[src/design/ssc_ram.sv]
// Generic single-port-write, single-port-read RAM with registered read data.
// Stand-alone; no package dependency.
module ssc_ram #(
  parameter int WIDTH = 8,
  parameter int DEPTH = 16,
  localparam int AW = (DEPTH > 1) ? $clog2(DEPTH) : 1
) (
  input  logic             clk,
  input  logic             we,
  input  logic [AW-1:0]    waddr,
  input  logic [WIDTH-1:0] wdata,
  input  logic             re,
  input  logic [AW-1:0]    raddr,
  output logic [WIDTH-1:0] rdata
);

  logic [WIDTH-1:0] mem [DEPTH];
  logic [WIDTH-1:0] rdata_r;

  always_ff @(posedge clk) begin
    if (we) begin
      mem[waddr] <= wdata;
    end
    if (re) begin
      rdata_r <= mem[raddr];
    end
  end

  assign rdata = rdata_r;

endmodule

[config.mk]
export PLATFORM = sky130hd
export DESIGN_NAME = ssc_ram
export DESIGN_NICKNAME = d
export VERILOG_FILES = /design/src/design/ssc_ram.sv
export SDC_FILE = /design/constraint.sdc
export NUM_CORES = 1
export LEC_CHECK = 0
export ABC_AREA = 1
export BUFFER_PORTS_ARGS = -buffer_cell sky130_fd_sc_hd__buf_2
export CAP_MARGIN = 5
export CORE_MARGIN = 1.5
export CORE_UTILIZATION = 45
export DETAILED_ROUTE_END_ITERATION = 6
export PLACE_DENSITY = 0.69
export SETUP_SLACK_MARGIN = 0.1
export SYNTH_ARGS = -nofsm -noshare
export SYNTH_HDL_FRONTEND = slang
export SYNTH_SLANG_ARGS = --single-unit
[constraint.sdc]
create_clock -name clk -period 1.6 [get_ports clk]
set_input_delay 0.16 -clock clk [delete_from_list [all_inputs] [get_ports clk]]
set_output_delay 0.16 -clock clk [all_outputs]
set_load 0.005 [all_outputs]
# ---- After elaboration in Yosys (flattened, before gate mapping)
# Memories as Yosys holds them, arrays and structs flattened. A register that Yosys moved wholly into a read port is not among the register bits.
# Cells that the tools add are included.
dict set report totals {
  reg_bits 0
  ramBits 128
  in_bits 19
  output_inout_bits 8
  elab_cells 3
  mem_count 1
}
# memory words word_bits read_ports rd_ports_with_merged_regs write_ports line
set mem_list {}
lappend mem_list {mem 16 8 1 1 1 17} ;# logic [WIDTH-1:0] mem [DEPTH];
dict set report op_classes {
  muxes 2
}
# op n
set op_table {}
lappend op_table {{1-bit two-way mux} 2}

# ---- Depth between registers and ports, before layout
dict set report depth {
  depth_word 2
  depth_mapped 8
  ltp_nobuf 7
}

# ---- Least setup slack after synthesis
# Ideal clock, no wire load.
dict set report synth_path {
  kind {input to register}
  from {input port waddr[2]}
  to {memory mem[10][0] (enable)}
  setup_ns 0.370
  arrival_ns 0.741
  t_required_ns 1.230
  path_slack_ns 0.489
  cell_stages 2
  cell_sequence {nand3b_1 nor2_1}
}
# item line
set synth_lines {}
lappend synth_lines {{start, declared} 10} ;# input logic [AW-1:0] waddr,
lappend synth_lines {{end, declared} 17}
# No word-level cell before the write port.

==> run summary <==
Slew margin rel. = 61.2%
Cell area power density = 1230 nW/um^2
Area Growth Syn to Fin = 16.5%
Average size of a mapped cell = 10.6 sq um
Leakage = 2.94 nW
Tot GR Track Use = 21.7%
Slew Viols, Final = 0
Cell Int Power = 6.59 mW
Synth top area share = 69.8%
Status = finished clean
Setup Crit Path Kind = flop to flop
Cts bufs inserted = 17
Combinational share of power = 5.8%
Clock-pin slew on the worst setup and hold paths = 0.06 ns
Gr ovfl total = 0
FP Rows = 41
CP endpoint kind = flop
Filler instances = 1090
Num ports = 27
Die Y = 117 um
Die area = 13700 sq um
Final count of hold timing violations = 0
H-tree depth = 4
Tightest Pin Transition = 0.582 ns
Final hold slack = 0.111 ns
CP arrival = 1.33 ns
Largest net degree at the start of global routing = 43
Cells after synthesis = 551
Layout cells sized above 1 = 13.3%
Crit path launch type = flop
Setup_tns = 0 ns
1st-iter DRT viols = 366
# diodes = 0
Final setup vio count = 0
CP required = 1.75 ns
Initial Util = 46.1%
Number of vias per cell = 4.99
Unrepaired setup endpoints after global routing = false
Clock root buffer = clkbuf_16
Drt first pass iters = 5
Fmax = 0.848 GHz
CTS resizes = 0
Max Fanout on Critical Path = 1
Hold Path Class = input pin to flop
Dominant cell type by area after synthesis = edfxtp_1
Hpwl dp = 8.15 mm
Gpl congestion = 0.834
CTS tree = done
Drt wl/cell = 17.0 um
Vias = 3889
Pwr Total = 8.38 mW
Core area = 12700 sq um
PnR worst setup slack = 0.421 ns
Switching share of power = 21.4%
Clock sink total = 136
Util after Layout = 53.7%
Netlist cell types = 11
Hold-fix buffers, CTS = 0
Most frequent cells in the layout = 173 x nand2_1, 136 x edfxtp_1, 100 x inv_1
Antenna Violating Nets Remaining = 0
Final worst-path cycle share = 73.7%
DRC = 0
MaxCap Viol Count = 0
Synth area leaders = edfxtp_1 70%, nand2_1 11%, nand3_1 8.3%, inv_1 6.4%, buf_6 1.2%
Final nets = 614
Initial antenna violation count = 0
Sequential share of the synthesized area = 69.8%
Psw = 1.79 mW
Clock group share of total power = 46.0%
Shortest period the worst path allows = 1.18 ns
Clock latency on the worst-skew pair = 0.42 ns
Global-route wire length before repair = 21.1 mm
Cell Area, Synth = 5850 sq um
Total wire length = 13.3 mm
Synth warnings = 0
Commonest non-fill, non-tap cell in the layout = nand2_1
Register share of total power = 48.2%
Syn Nets = 570
Yosys reg bits = 136
Number of global-route vias before repair = 3805
Die X = 117 um
VDD IR-drop max = 0.747 mV
Worst Skew = 0.00634 ns
Clk buf depth = 2
Worst slack, placed = 0.216 ns
# port buffers = 26
Post-CTS setup buffer count = 0
## worst max-delay path, cell delays in order (launching register included)
cell and delay, ns:
edfxtp_1 0.35, inv_1 0.07, nand2_1 0.05, nand3_1 0.11, nand3_1 0.10, nand3_1 0.13
nand2_1 0.10
## area by class of cell
type | count | area [sq um] | share of cell area [%]
well taps | 172 | 215 | 3.16
flip-flops and latches | 136 | 4080 | 60.0
multi-input cells | 289 | 1210 | 17.8
inverters | 102 | 383 | 5.62
repair buffers | 49 | 328 | 4.81
clock inverters | 14 | 158 | 2.31
clock buffers | 18 | 429 | 6.30
## cell usage after synthesis, drive strengths merged
cell	number
nor2	17
inv	102
nand2	173
nand3	97
buf	24
edfxtp	136
nand3b	2
## flip-flops by register name, indices dropped and copies added, names as in the netlist
name,cells
mem,128
rdata,8
## logic make-up (layout without fill, tap and decap cells)
logic type / count (synthesis) / count (layout) / synth area share, %
flip-flops: 136 / 136 / 69.8
buffers and inverters: 126 / 183 / 9.39
AND/OR/NAND/NOR: 289 / 289 / 20.8
## per-stage QoR
stage / instances / instance area, sq um
6_report: 780 / 6810
3_5_place_dp: 748 / 6220
4_1_cts: 780 / 6810
5_1_grt: 780 / 6810
2_1_floorplan: 551 / 5850
3_3_place_gp: 748 / 6220
## final timing paths
check | from | cells after the start | end | slack [ns]
worst max-delay path | mem[3][7] | 6 | rdata[7] | 0.42
worst min-delay path | re | 1 | rdata[7] | 0.11
worst max register to register | mem[3][7] | 6 | rdata[7] | 0.42
worst min register to register | mem[0][5] | 6 | rdata[5] | 0.77
## routing by layer
layer | up-vias | GRT usage, % | part of all wire [%]
li1 | 1868 | - | -
met1 | 1839 | 29.6 | 44
met2 | 151 | 32.8 | 45
met3 | 31 | 5.66 | 7.4
met4 | 0 | 10.5 | 3.2
met5 | - | 0 | 0
## power by group through the flow
| stage | Sequential [mW] | Combinational [mW] | Clock (mW) |
|---|---|---|---|
| floorplan | 4.11 | 0.281 | 0 |
| global placement | 4.11 | 0.472 | 0 |
| detailed placement | 4.12 | 0.482 | 0 |
| CTS | 4.04 | 0.487 | 3.91 |
| global route | 4.05 | 0.541 | 4.07 |
| finish | 4.04 | 0.486 | 3.85 |
Power figures use the tool's default switching activity.
