### config.mk
export PLATFORM = sky130hd
export DESIGN_NAME = ssc_scan_unit
export DESIGN_NICKNAME = d
export VERILOG_FILES = /design/src/design/ssc_pkg.sv /design/src/design/ssc_scan_unit.sv
export SDC_FILE = /design/constraint.sdc
export NUM_CORES = 1
export LEC_CHECK = 0
export ABC_AREA = 1
export BUFFER_PORTS_ARGS = -buffer_cell sky130_fd_sc_hd__buf_2
export CAP_MARGIN = 20
export CORE_AREA = 4 4 268 270
export DETAILED_ROUTE_END_ITERATION = 6
export DIE_AREA = 0 0 272 274
export SLEW_MARGIN = 10
export SYNTH_ARGS = -nofsm -noshare
export SYNTH_HDL_FRONTEND = slang
export SYNTH_SLANG_ARGS = --single-unit
### constraint.sdc
create_clock -name vclk -period 2.6
set_clock_uncertainty 0.15 [all_clocks]
set_input_delay 0.26 -clock vclk [all_inputs]
set_output_delay 0.26 -clock vclk [all_outputs]
set_load 0.005 [all_outputs]
### src/design/ssc_pkg.sv
// Shared types, codes and constants for the slice statistics cursor lookup.
// Used by the channel interfaces, the datapath modules and the checker.
package ssc_pkg;

  localparam int SLICE_W = 31;
  localparam int KEY_W = 64;
  localparam int SLOT_W = 6;
  localparam int ACTION_W = 2;
  localparam int DIR_W = 2;
  localparam int SLOT_SPAN = 2 ** SLOT_W;
  localparam int TABLE_ENTRIES_DEF = 64;

  typedef logic [SLICE_W-1:0] slice_t;
  typedef logic [KEY_W-1:0] key_t;

  localparam logic [ACTION_W-1:0] ACT_CLEAR = 2'd0;
  localparam logic [ACTION_W-1:0] ACT_WRITE = 2'd1;
  localparam logic [ACTION_W-1:0] ACT_QUERY = 2'd2;

  localparam logic [DIR_W-1:0] DIR_NEXT = 2'd0;
  localparam logic [DIR_W-1:0] DIR_PREV = 2'd1;
  localparam logic [DIR_W-1:0] DIR_FIRST = 2'd2;
  localparam logic [DIR_W-1:0] DIR_LAST = 2'd3;

  typedef struct packed {
    slice_t slice;
    key_t   low_key;
    key_t   high_key;
  } entry_t;

  typedef struct packed {
    logic   any;
    slice_t lo;
    slice_t hi;
    logic   have_cur;
    key_t   cur_min;
    key_t   cur_max;
    logic   have_up;
    slice_t up;
    logic   have_down;
    slice_t down;
  } acc_t;

endpackage

### src/design/ssc_scan_unit.sv
// Compare unit that folds one table entry into the running query accumulator.
// Depends on ssc_pkg for the entry and accumulator types.
module ssc_scan_unit (
  input  ssc_pkg::acc_t   acc_i,
  input  logic            ent_valid,
  input  ssc_pkg::entry_t ent,
  input  ssc_pkg::slice_t cur,
  output ssc_pkg::acc_t   acc_o
);

  ssc_pkg::slice_t s;

  assign s = ent.slice;

  always_comb begin
    acc_o = acc_i;
    if (ent_valid) begin
      if (!acc_i.any) begin
        acc_o.any = 1'b1;
        acc_o.lo = s;
        acc_o.hi = s;
      end else begin
        if (s < acc_i.lo) begin
          acc_o.lo = s;
        end
        if (s > acc_i.hi) begin
          acc_o.hi = s;
        end
      end
      if (s == cur && !acc_i.have_cur) begin
        acc_o.have_cur = 1'b1;
        acc_o.cur_min = ent.low_key;
        acc_o.cur_max = ent.high_key;
      end
      if (s > cur && (!acc_i.have_up || s < acc_i.up)) begin
        acc_o.have_up = 1'b1;
        acc_o.up = s;
      end
      if (s < cur && (!acc_i.have_down || s > acc_i.down)) begin
        acc_o.have_down = 1'b1;
        acc_o.down = s;
      end
    end
  end

endmodule

== Word level (Yosys, flattened, before mapping) ==
Cells that the tools add are included.

* Add/subtract/negate cells: 0
* Order comparisons: 6
* Div/mod/pow operators: 0
* Multiplexer cells: 7
* Equal/unequal tests: 1
* Bitwise gates (word level): 0
* Shift operators: 0
* Reduce and logical (&&, ||, !) cells: 8
* $mul: 0

{| class="wikitable"
|+ Operator list
! cell !! number
|-
| 2-to-1 mux 256 bit || 1
|-
| 2-to-1 mux 129 bit || 1
|-
| greater-than comparator 31 bit || 3
|-
| < comparator 31 bit || 3
|-
| 2-to-1 mux 32 bit || 2
|-
| 2-to-1 mux 31 bit || 2
|-
| 2-to-1 mux 62 bit || 1
|-
| equality test 31 bit || 1
|-
| logical AND 1 bit || 3
|-
| zero test 1 bit || 3
|-
| logical OR 1 bit || 2
|}

* Memories kept: 0
* Word-level logic and storage cells: 22
* Latch bits: 0
* Memory bits (read-only): 0
* RAM bits: 0
* Register bits after elaboration: 0
* Input bits: 447

== Depth between registers and ports, before layout ==
Gate-level depths: netlist (run 1).

* Depth after elaboration: 5
* Mapped depth: 17
* Depth with buffers taken out: 16

== Worst setup path after synthesis (run 1) ==
OpenSTA, ideal clock, no wires.

* Path type: input to output
* Start: input cur[22]
* End: output acc_o[10] (netlist bit)
* Cell stages on the path: 11
* Slack: 0.542 ns
* Path buffers: 1
* Data arrival time: 1.648 ns
* Path through: inv_1 ha_1 a21o_1 nor2_1 nand2_1 a21oi_2 nand2_1 nor2_4 buf_2 nand3_1 nand2_1

{| class="wikitable"
|+ RTL lines
! element !! line !! RTL
|-
| start, declared || ssc_scan_unit.sv:7 || <nowiki>input ssc_pkg::slice_t cur,</nowiki>
|-
| end, declared || ssc_scan_unit.sv:8 || <nowiki>output ssc_pkg::acc_t acc_o</nowiki>
|}

==> flow_summary.toml, run 1 <==
[status]
outcome = "finished with violations"
failed_checks = "negative setup slack"

[drt]
drtPass1Iterations = 5
wl_met2_microns = 28300
top_layer = "met5"
wl_met1_microns = 28800
vias = 13769
drt_iter0_drc = 1121
via_per_inst = 4.13
ant_nets = 0
wl_met3_microns = 7330
post_drt_wl_per_cell_microns = 19.7
finalWirelength_microns = 65800
drc_errors = 0

[finish]
drive_gt1_frac = 0.463
clkbuf_count = 0
nets = 2980
fin_util = 0.230
design_area_sq_um = 16000
ff_latch_area_sq_um = 0
syn_to_final_growth_pct = 102
design.seq.count = 0
instances_no_fill = 3337

[worst_setup_path]
path_class = "primary input to output port"
critPathCaptureType = "output port"
worstPathArrival_ns = 2.36
critPathMaxFanout = 6
crit_path_start_kind = "primary input"
required_ns = 2.19

[sta]
grt_setup_unrepaired = "yes"
finalCritPeriodShare = 1.07
setup_slack_ns = -0.175
setup_viol = 135
fmax_mhz = 360
drv_slew = 0
worstMarginPinSlew_ns = 0.511
finalHoldViolations = 0
finalCriticalPeriod_ns = 2.77
maxSlewHeadroom = 0.659
whs_ns = 0.625

[min_path]
min_path_cells = 4
hp-class = "primary input to output port"
min_from = "acc_i[152]"
whs_endpoint = "acc_o[152]"

[placement]
gp_congestion = 0.897
pre_cts_ws_ns = -0.590
dp_cells = 3279
dp_hpwl_microns = 54900
dpl-instance-area_sq_um = 13700
io_buffers = 703

[power_and_ir_drop]
power_density_nw_per_um2 = 178
ir_drop_uv = 70.5
power.leakage_nw = 9.41

[synthesis]
syn_inst = 1561
synth_area_per_cell_sq_um = 5.09
synth_most_common_cell = "nand2_1"
syn-cell-area_sq_um = 7940
synth_top_area_frac = 0.330
synth-seq-area-share = 0
syn_nets = 2161
yosysTopAreaCell = "nand2_1"
ys_types = 30
synth_commonest_cells = "nand2_1 (698), nand3_1 (267), inv_1 (201)"
ys_warn_count = 0
synth.area.top_cells = "nand2_1 (33%), ha_1 (24%), nand3_1 (17%), inv_1 (9.5%), a21oi_1 (3.7%)"

[floorplan]
pin_count = 703
rows = 97
die_y_microns = 274
initial_utilization = 0.114
die-area_sq_um = 74500
coreArea_sq_um = 69500
die_w_microns = 272

[clock_network]
hold_buffers = 0

[grt]
overflow = 0
grt.total_usage = 0.157
grt_pass1_wl_microns = 87900
grt_pass1_vias = 12717
grt_max_degree = 59
antenna_found_initial = 39

[flow_run]
cap_violations = 0
stage by stage:
stage / power [mW] / setup TNS (ns)
6_report: 2.85 / -8.06
5_1_grt: 3.12 / -30.93
4_1_cts: 2.67 / -23.49
3_5_place_dp: 2.39 / -82.83
3_3_place_gp: 2.38 / -76.87
2_1_floorplan: 0.980 / 0
placed cells by master (no fill, tap or decap), types with 3 or more instances in the layout:
cell       Yosys  routed
a21o_1         7       7
a21oi_1       58      40
a21oi_2        1      19
buf_12         0      38
buf_16         0       5
buf_2         27     664
buf_4         22     130
buf_6          6      41
buf_8          0       5
clkbuf_16      0       6
clkbuf_4       0       4
diode_2        0      19
ha_1         153     100
ha_4           0      53
inv_1        201     187
inv_2          1      14
nand2_1      698     636
nand2_2        3      45
nand2_4        0      18
nand2_8        0       3
nand3_1      267     243
nand3_2        0      19
nand3_4        0       5
nand4_1       13      13
nor2_1        50      36
nor2_2         1       7
nor2_4         1       9
o21a_1         5       5
o21ai_0        8       6
or2_2          3       3
where the power goes:
group	internal, mW	leakage [nW]	switching [mW]
combinational	1.31	9.41	1.54
sequential	0	0	0
clock	0.000000991	0.000120	0
worst max path at each step:
| stage | end | from | slack (ns) |
|---|---|---|---|
| 3_3_place_gp | acc_o[25] | ent[142] | -0.59 |
| 5_1_grt | acc_o[17] | ent[130] | -0.26 |
| 6_report | acc_o[18] | acc_i[7] | -0.17 |
| 2_1_floorplan | acc_o[10] | cur[22] | 0.54 |
| 4_1_cts | acc_o[84] | ent[153] | -0.20 |
| 3_5_place_dp | acc_o[25] | ent[142] | -0.59 |
critical path, stage by stage:
cell	delay [ns]
buf_2	0.13
inv_1	0.09
ha_4	0.30
nand4_1	0.36
nor4_4	0.33
nand2_1	0.09
nand2_2	0.10
nand2_4	0.09
nand2_8	0.15
buf_12	0.16
buf_6	0.10
nand2_1	0.04
nand2_1	0.05
buf_2	0.10
routing by layer:
| metal | track usage | vias to the layer above |
|---|---|---|
| met1 | 0.211 | 6267 |
| met2 | 0.244 | 728 |
| met3 | 0.0612 | 102 |
| met4 | 0.0181 | 34 |
| met5 | 0 | - |
| li1 | - | 6638 |
area by class of cell:
class	count	area, sq um
Fill cell	7977	53500
Multi-Input combinational cell	1281	8060
Timing Repair Buffer	895	5980
Tap cell	940	1180
Inverter	202	761
Antenna cell	19	47.5
what timing repair did:
item	4_1_cts	5_1_grt
buffers inserted	19	8
pin swaps	58	65
gates resized for setup	186	167
gates cloned	8	8
endpoints found under the setup margin	254	254
kinds of logic after synthesis:
kind of cell / count (synthesis) / share of synthesized area
buffers and inverters: 281 / 0.153
and+or+nand+nor: 1047 / 0.550
adders and majority gates: 153 / 0.241
AOI/OAI and AO/OA: 80 / 0.0561
No activity file was read; power rests on OpenSTA's default activity.
==> run 2: changes to the inputs <==
- CELL_PAD_IN_SITES_DETAIL_PLACEMENT: not set -> 1
- CELL_PAD_IN_SITES_GLOBAL_PLACEMENT: not set -> 2
- CORE_AREA: 4 4 268 270 -> 4 4 271 273
- DIE_AREA: 0 0 272 274 -> 0 0 275 277
- PLACE_DENSITY_LB_ADDON: not set -> 0.1
==> flow_summary.toml, run 2 (synthesis gave the netlist of run 1 again) <==
[grt]
overflow = 0
grt_max_degree = 71
grt_pass1_vias = 14823
grt.total_usage = 0.197
antenna_found_initial = 26
grt_pass1_wl_microns = 110000

[finish]
syn_to_final_growth_pct = 141
nets = 3037
design.seq.count = 0
fin_util = 0.269
drive_gt1_frac = 0.612
design_area_sq_um = 19200
multi_input_area_sq_um = 9590
final_common_cell = "buf_2"
clkbuf_count = 0
ff_latch_area_sq_um = 0
layout_common_cells = "buf_2 (598), nand2_1 (399), nand2_2 (206)"
fillers = 8827

[drt]
drtPass1Iterations = 4
ant_nets = 0
vias = 13869
drc_errors = 0
drt_iter0_drc = 456
finalWirelength_microns = 81000
post_drt_wl_per_cell_microns = 23.9
via_per_inst = 4.08

[power_and_ir_drop]
power_mw = 3.53
ir_drop_uv = 58.7
power_density_nw_per_um2 = 184
power.leakage_nw = 10.3

[sta]
setup_slack_ns = -0.106
maxSlewHeadroom = 0.535
fmax_mhz = 369
finalCritPeriodShare = 1.04
finalHoldViolations = 0
worstMarginPinSlew_ns = 0.697
fin_tns_setup_ns = -6.14
finalCriticalPeriod_ns = 2.71
drv_slew = 0
grt_setup_unrepaired = "yes"
setup_viol = 148

[floorplan]
die_w_microns = 275
die_y_microns = 277
rows = 98
pin_count = 703
die-area_sq_um = 76200
initial_utilization = 0.112
coreArea_sq_um = 71100

[worst_setup_path]
critPathMaxFanout = 6
crit_path_start_kind = "primary input"
startpoint = "ent[150]"
required_ns = 2.19
worstPathArrival_ns = 2.30
path_class = "primary input to output port"
endpoint = "acc_o[35]"
critPathCaptureType = "output port"

[status]
outcome = "finished with violations"
failed_checks = "negative setup slack"

[flow_run]
cap_violations = 0

[clock_network]
hold_buffers = 0

[placement]
gp_congestion = 0.890
pre_cts_ws_ns = -0.590
io_buffers = 703
dpl-instance-area_sq_um = 13600
dp_hpwl_microns = 64700

[min_path]
hp-class = "primary input to output port"
==> run 2: how the worst min path moves through the flow <==
stage,from,to,slack (ns),cells after the start
after floorplan,acc_i[255],acc_o[255],0.46,1
after global placement,acc_i[75],acc_o[75],0.63,4
after detailed placement,acc_i[128],acc_o[128],0.63,4
after CTS,acc_i[128],acc_o[128],0.63,4
after global routing,acc_i[120],acc_o[120],0.66,4
final,acc_i[75],acc_o[75],0.63,4
==> run 2: final cells by class <==
| class | count | share of cell area |
|---|---|---|
| Antenna cell | 12 | 0.00157 |
| Inverter | 202 | 0.0401 |
| Timing Repair Buffer | 952 | 0.396 |
| Multi-Input combinational cell | 1281 | 0.501 |
| Tap cell | 950 | 0.0620 |
==> run 2: repair_timing <==
item                                    CTS  global route
pin swaps                               109           132
hold endpoints to repair                  0             0
setup buffers                            44            20
resized for setup                       518           446
cloned                                   33            11
endpoints found under the setup margin  254           254
==> run 2: per-stage QoR <==
step / hold WS, ns / cells
after floorplan: 0.458 / 1561
after global placement: 0.630 / 3295
after detailed placement: 0.632 / 3295
after CTS: 0.634 / 3367
after global routing: 0.659 / 3388
final: 0.633 / 3397
==> run 2: per-layer routing <==
layer,GRT usage,part of all wire
met1,0.247,0.42
met2,0.367,0.52
met3,0.0313,0.050
met4,0.0134,0.0076
met5,0,0.0019
==> run 2: power by group <==
part	internal [mW]	switching, mW
Clock	0.000000622	0
Combinational	1.67	1.86
Sequential	0	0
==> run 2: worst max-delay path: stages <==
cell	delay [ns]
buf_8	0.11
ha_4	0.29
nand2_8	0.07
buf_6	0.13
nor2_4	0.10
nand4_1	0.11
nor3_2	0.19
nand2_2	0.10
a21oi_4	0.25
buf_12	0.14
nand2_8	0.10
clkbuf_16	0.20
nand2_4	0.07
nand2_2	0.04
buf_2	0.12
==> run 3: changes to the inputs <==
- ABC_AREA: 1 -> not set
- TNS_END_PERCENT: not set -> 10
==> flow_summary.toml, run 3 <==
[power_and_ir_drop]
p_sw_mw = 1.19
ir_drop_uv = 63.0
seqPwrFrac = 0
power_density_nw_per_um2 = 173
combinationalPowerShare = 1.000
p_clk_frac = 0
power.leakage_nw = 8.12
p_sw_frac = 0.442
power_mw = 2.69
p_int_mw = 1.50

[worst_setup_path]
required_ns = 2.19
critPathCaptureType = "output port"
path_class = "primary input to output port"
endpoint = "acc_o[172]"
crit_path_start_kind = "primary input"
critPathMaxFanout = 8
worstPathArrival_ns = 2.85
startpoint = "cur[22]"

[drt]
finalWirelength_microns = 68200
drtPass1Iterations = 4
vias = 9763
drt_iter0_drc = 235
post_drt_wl_per_cell_microns = 26.0
ant_nets = 0
via_per_inst = 3.72
drc_errors = 0

[floorplan]
pin_count = 703
coreArea_sq_um = 71100
initial_utilization = 0.0987
die_w_microns = 275
die-area_sq_um = 76200
rows = 98
die_y_microns = 277

[finish]
final_common_cell = "buf_2"
layout_common_cells = "buf_2 (550), mux2_4 (175), buf_6 (163)"
nets = 2254
drive_gt1_frac = 0.700
clkbuf_count = 0
syn_to_final_growth_pct = 122
ff_latch_area_sq_um = 0
design.seq.count = 0
design_area_sq_um = 15600
instances_no_fill = 2627
fin_util = 0.219

[sta]
worstMarginPinSlew_ns = 0.400
finalHoldViolations = 0
setup_viol = 252
drv_slew = 0
whs_ns = 0.651
setup_slack_ns = -0.658
finalCriticalPeriod_ns = 3.26
fin_tns_setup_ns = -136.95
fmax_mhz = 307
grt_setup_unrepaired = "yes"
finalCritPeriodShare = 1.25
maxSlewHeadroom = 0.731

[synthesis]
synth.area.mux_share = 0.420
ys_warn_count = 0
synth_top_area_frac = 0.273
synth-adder-area-share = 0.273
synth_compound_area_frac = 0.109
synth_area_per_cell_sq_um = 8.44
syn_nets = 1432
synth_simple_gate_area_frac = 0.0934
synth_top_family_by_area = "multiplexers"
syn-cell-area_sq_um = 7020
syn_inst = 832
ys_types = 48
yosysTopAreaCell = "ha_1"
synth_most_common_cell = "mux2_1"
synth_commonest_cells = "mux2_1 (160), ha_1 (153), inv_1 (153)"
synth.area.top_cells = "ha_1 (27%), mux2_1 (26%), mux2_2 (9.9%), inv_1 (8.2%), mux2_4 (6.4%)"
synth_xor_area_frac = 0
synth-seq-area-share = 0

[grt]
grt_max_degree = 17
grt.total_usage = 0.163
grt_pass1_wl_microns = 87700
grt_pass1_vias = 10568
antenna_found_initial = 62
overflow = 0

[status]
failed_checks = "negative setup slack"
outcome = "finished with violations"

[placement]
dp_hpwl_microns = 60600
dp_cells = 2583
gp_congestion = 0.832
pre_cts_ws_ns = -1.00
io_buffers = 703
dpl-instance-area_sq_um = 12700

[min_path]
hp-class = "primary input to output port"

[flow_run]
cap_violations = 0
run 3: layer usage:
metal  share of wire  global-route usage  vias to the layer above
li1                -                   -                     4672
met1            0.34               0.160                     4558
met2            0.56               0.336                      415
met3           0.074              0.0427                       98
met4           0.021              0.0348                       20
met5          0.0020                   0                        -
run 3: timing repair:
item                                    CTS  global route
setup buffers                             9             4
hold buffers                              0             0
gates resized for setup                  82           407
endpoints found under the setup margin  255           254
gates cloned                              4             4
pin swaps                                13            32
run 3: power by group through the flow:
stage / Clock [mW] / Sequential (mW) / Combinational (mW)
2_1_floorplan: 0 / 0 / 0.848
3_3_place_gp: 0 / 0 / 2.16
3_5_place_dp: 0 / 0 / 2.17
4_1_cts: 0 / 0 / 2.26
5_1_grt: 0.000000571 / 0 / 2.95
6_report: 0.00000130 / 0 / 2.69
run 3: worst min path at each step:
stage | slack, ns | end | startpoint | depth (start not counted)
finish | 0.65 | acc_o[136] | acc_i[136] | 3
global route | 0.66 | acc_o[139] | acc_i[139] | 3
CTS | 0.65 | acc_o[139] | acc_i[139] | 3
detailed placement | 0.65 | acc_o[136] | acc_i[136] | 3
global placement | 0.65 | acc_o[117] | acc_i[117] | 3
floorplan | 0.46 | acc_o[255] | ent_valid | 1
run 3: logic make-up (layout without fill, tap and decap cells):
family / after synthesis / count (layout)
multiplexers: 252 / 252
buffers and inverters: 179 / 999
adder cells (fa/ha/maj): 153 / 153
AO/OA/AOI/OAI: 126 / 126
AND/OR/NAND/NOR: 122 / 122
other: 0 / 25
run 3: final cells by class:
| class | count | area (sq um) |
|---|---|---|
| Timing Repair Buffer | 846 | 6060 |
| Antenna cell | 25 | 62.6 |
| Inverter | 153 | 584 |
| Multi-Input combinational cell | 653 | 7680 |
| Tap cell | 950 | 1190 |
| Fill cell | 8478 | 55500 |
run 3: worst max-delay path, cell delays in order:
cell	delay (ns)
buf_6	0.08
inv_4	0.03
ha_4	0.25
nand4_1	0.15
nor4_2	0.30
buf_4	0.15
and4_1	0.18
buf_6	0.13
nand3_4	0.14
nor2_4	0.16
buf_12	0.13
buf_12	0.13
buf_12	0.13
buf_16	0.14
mux2_1	0.32
buf_2	0.13
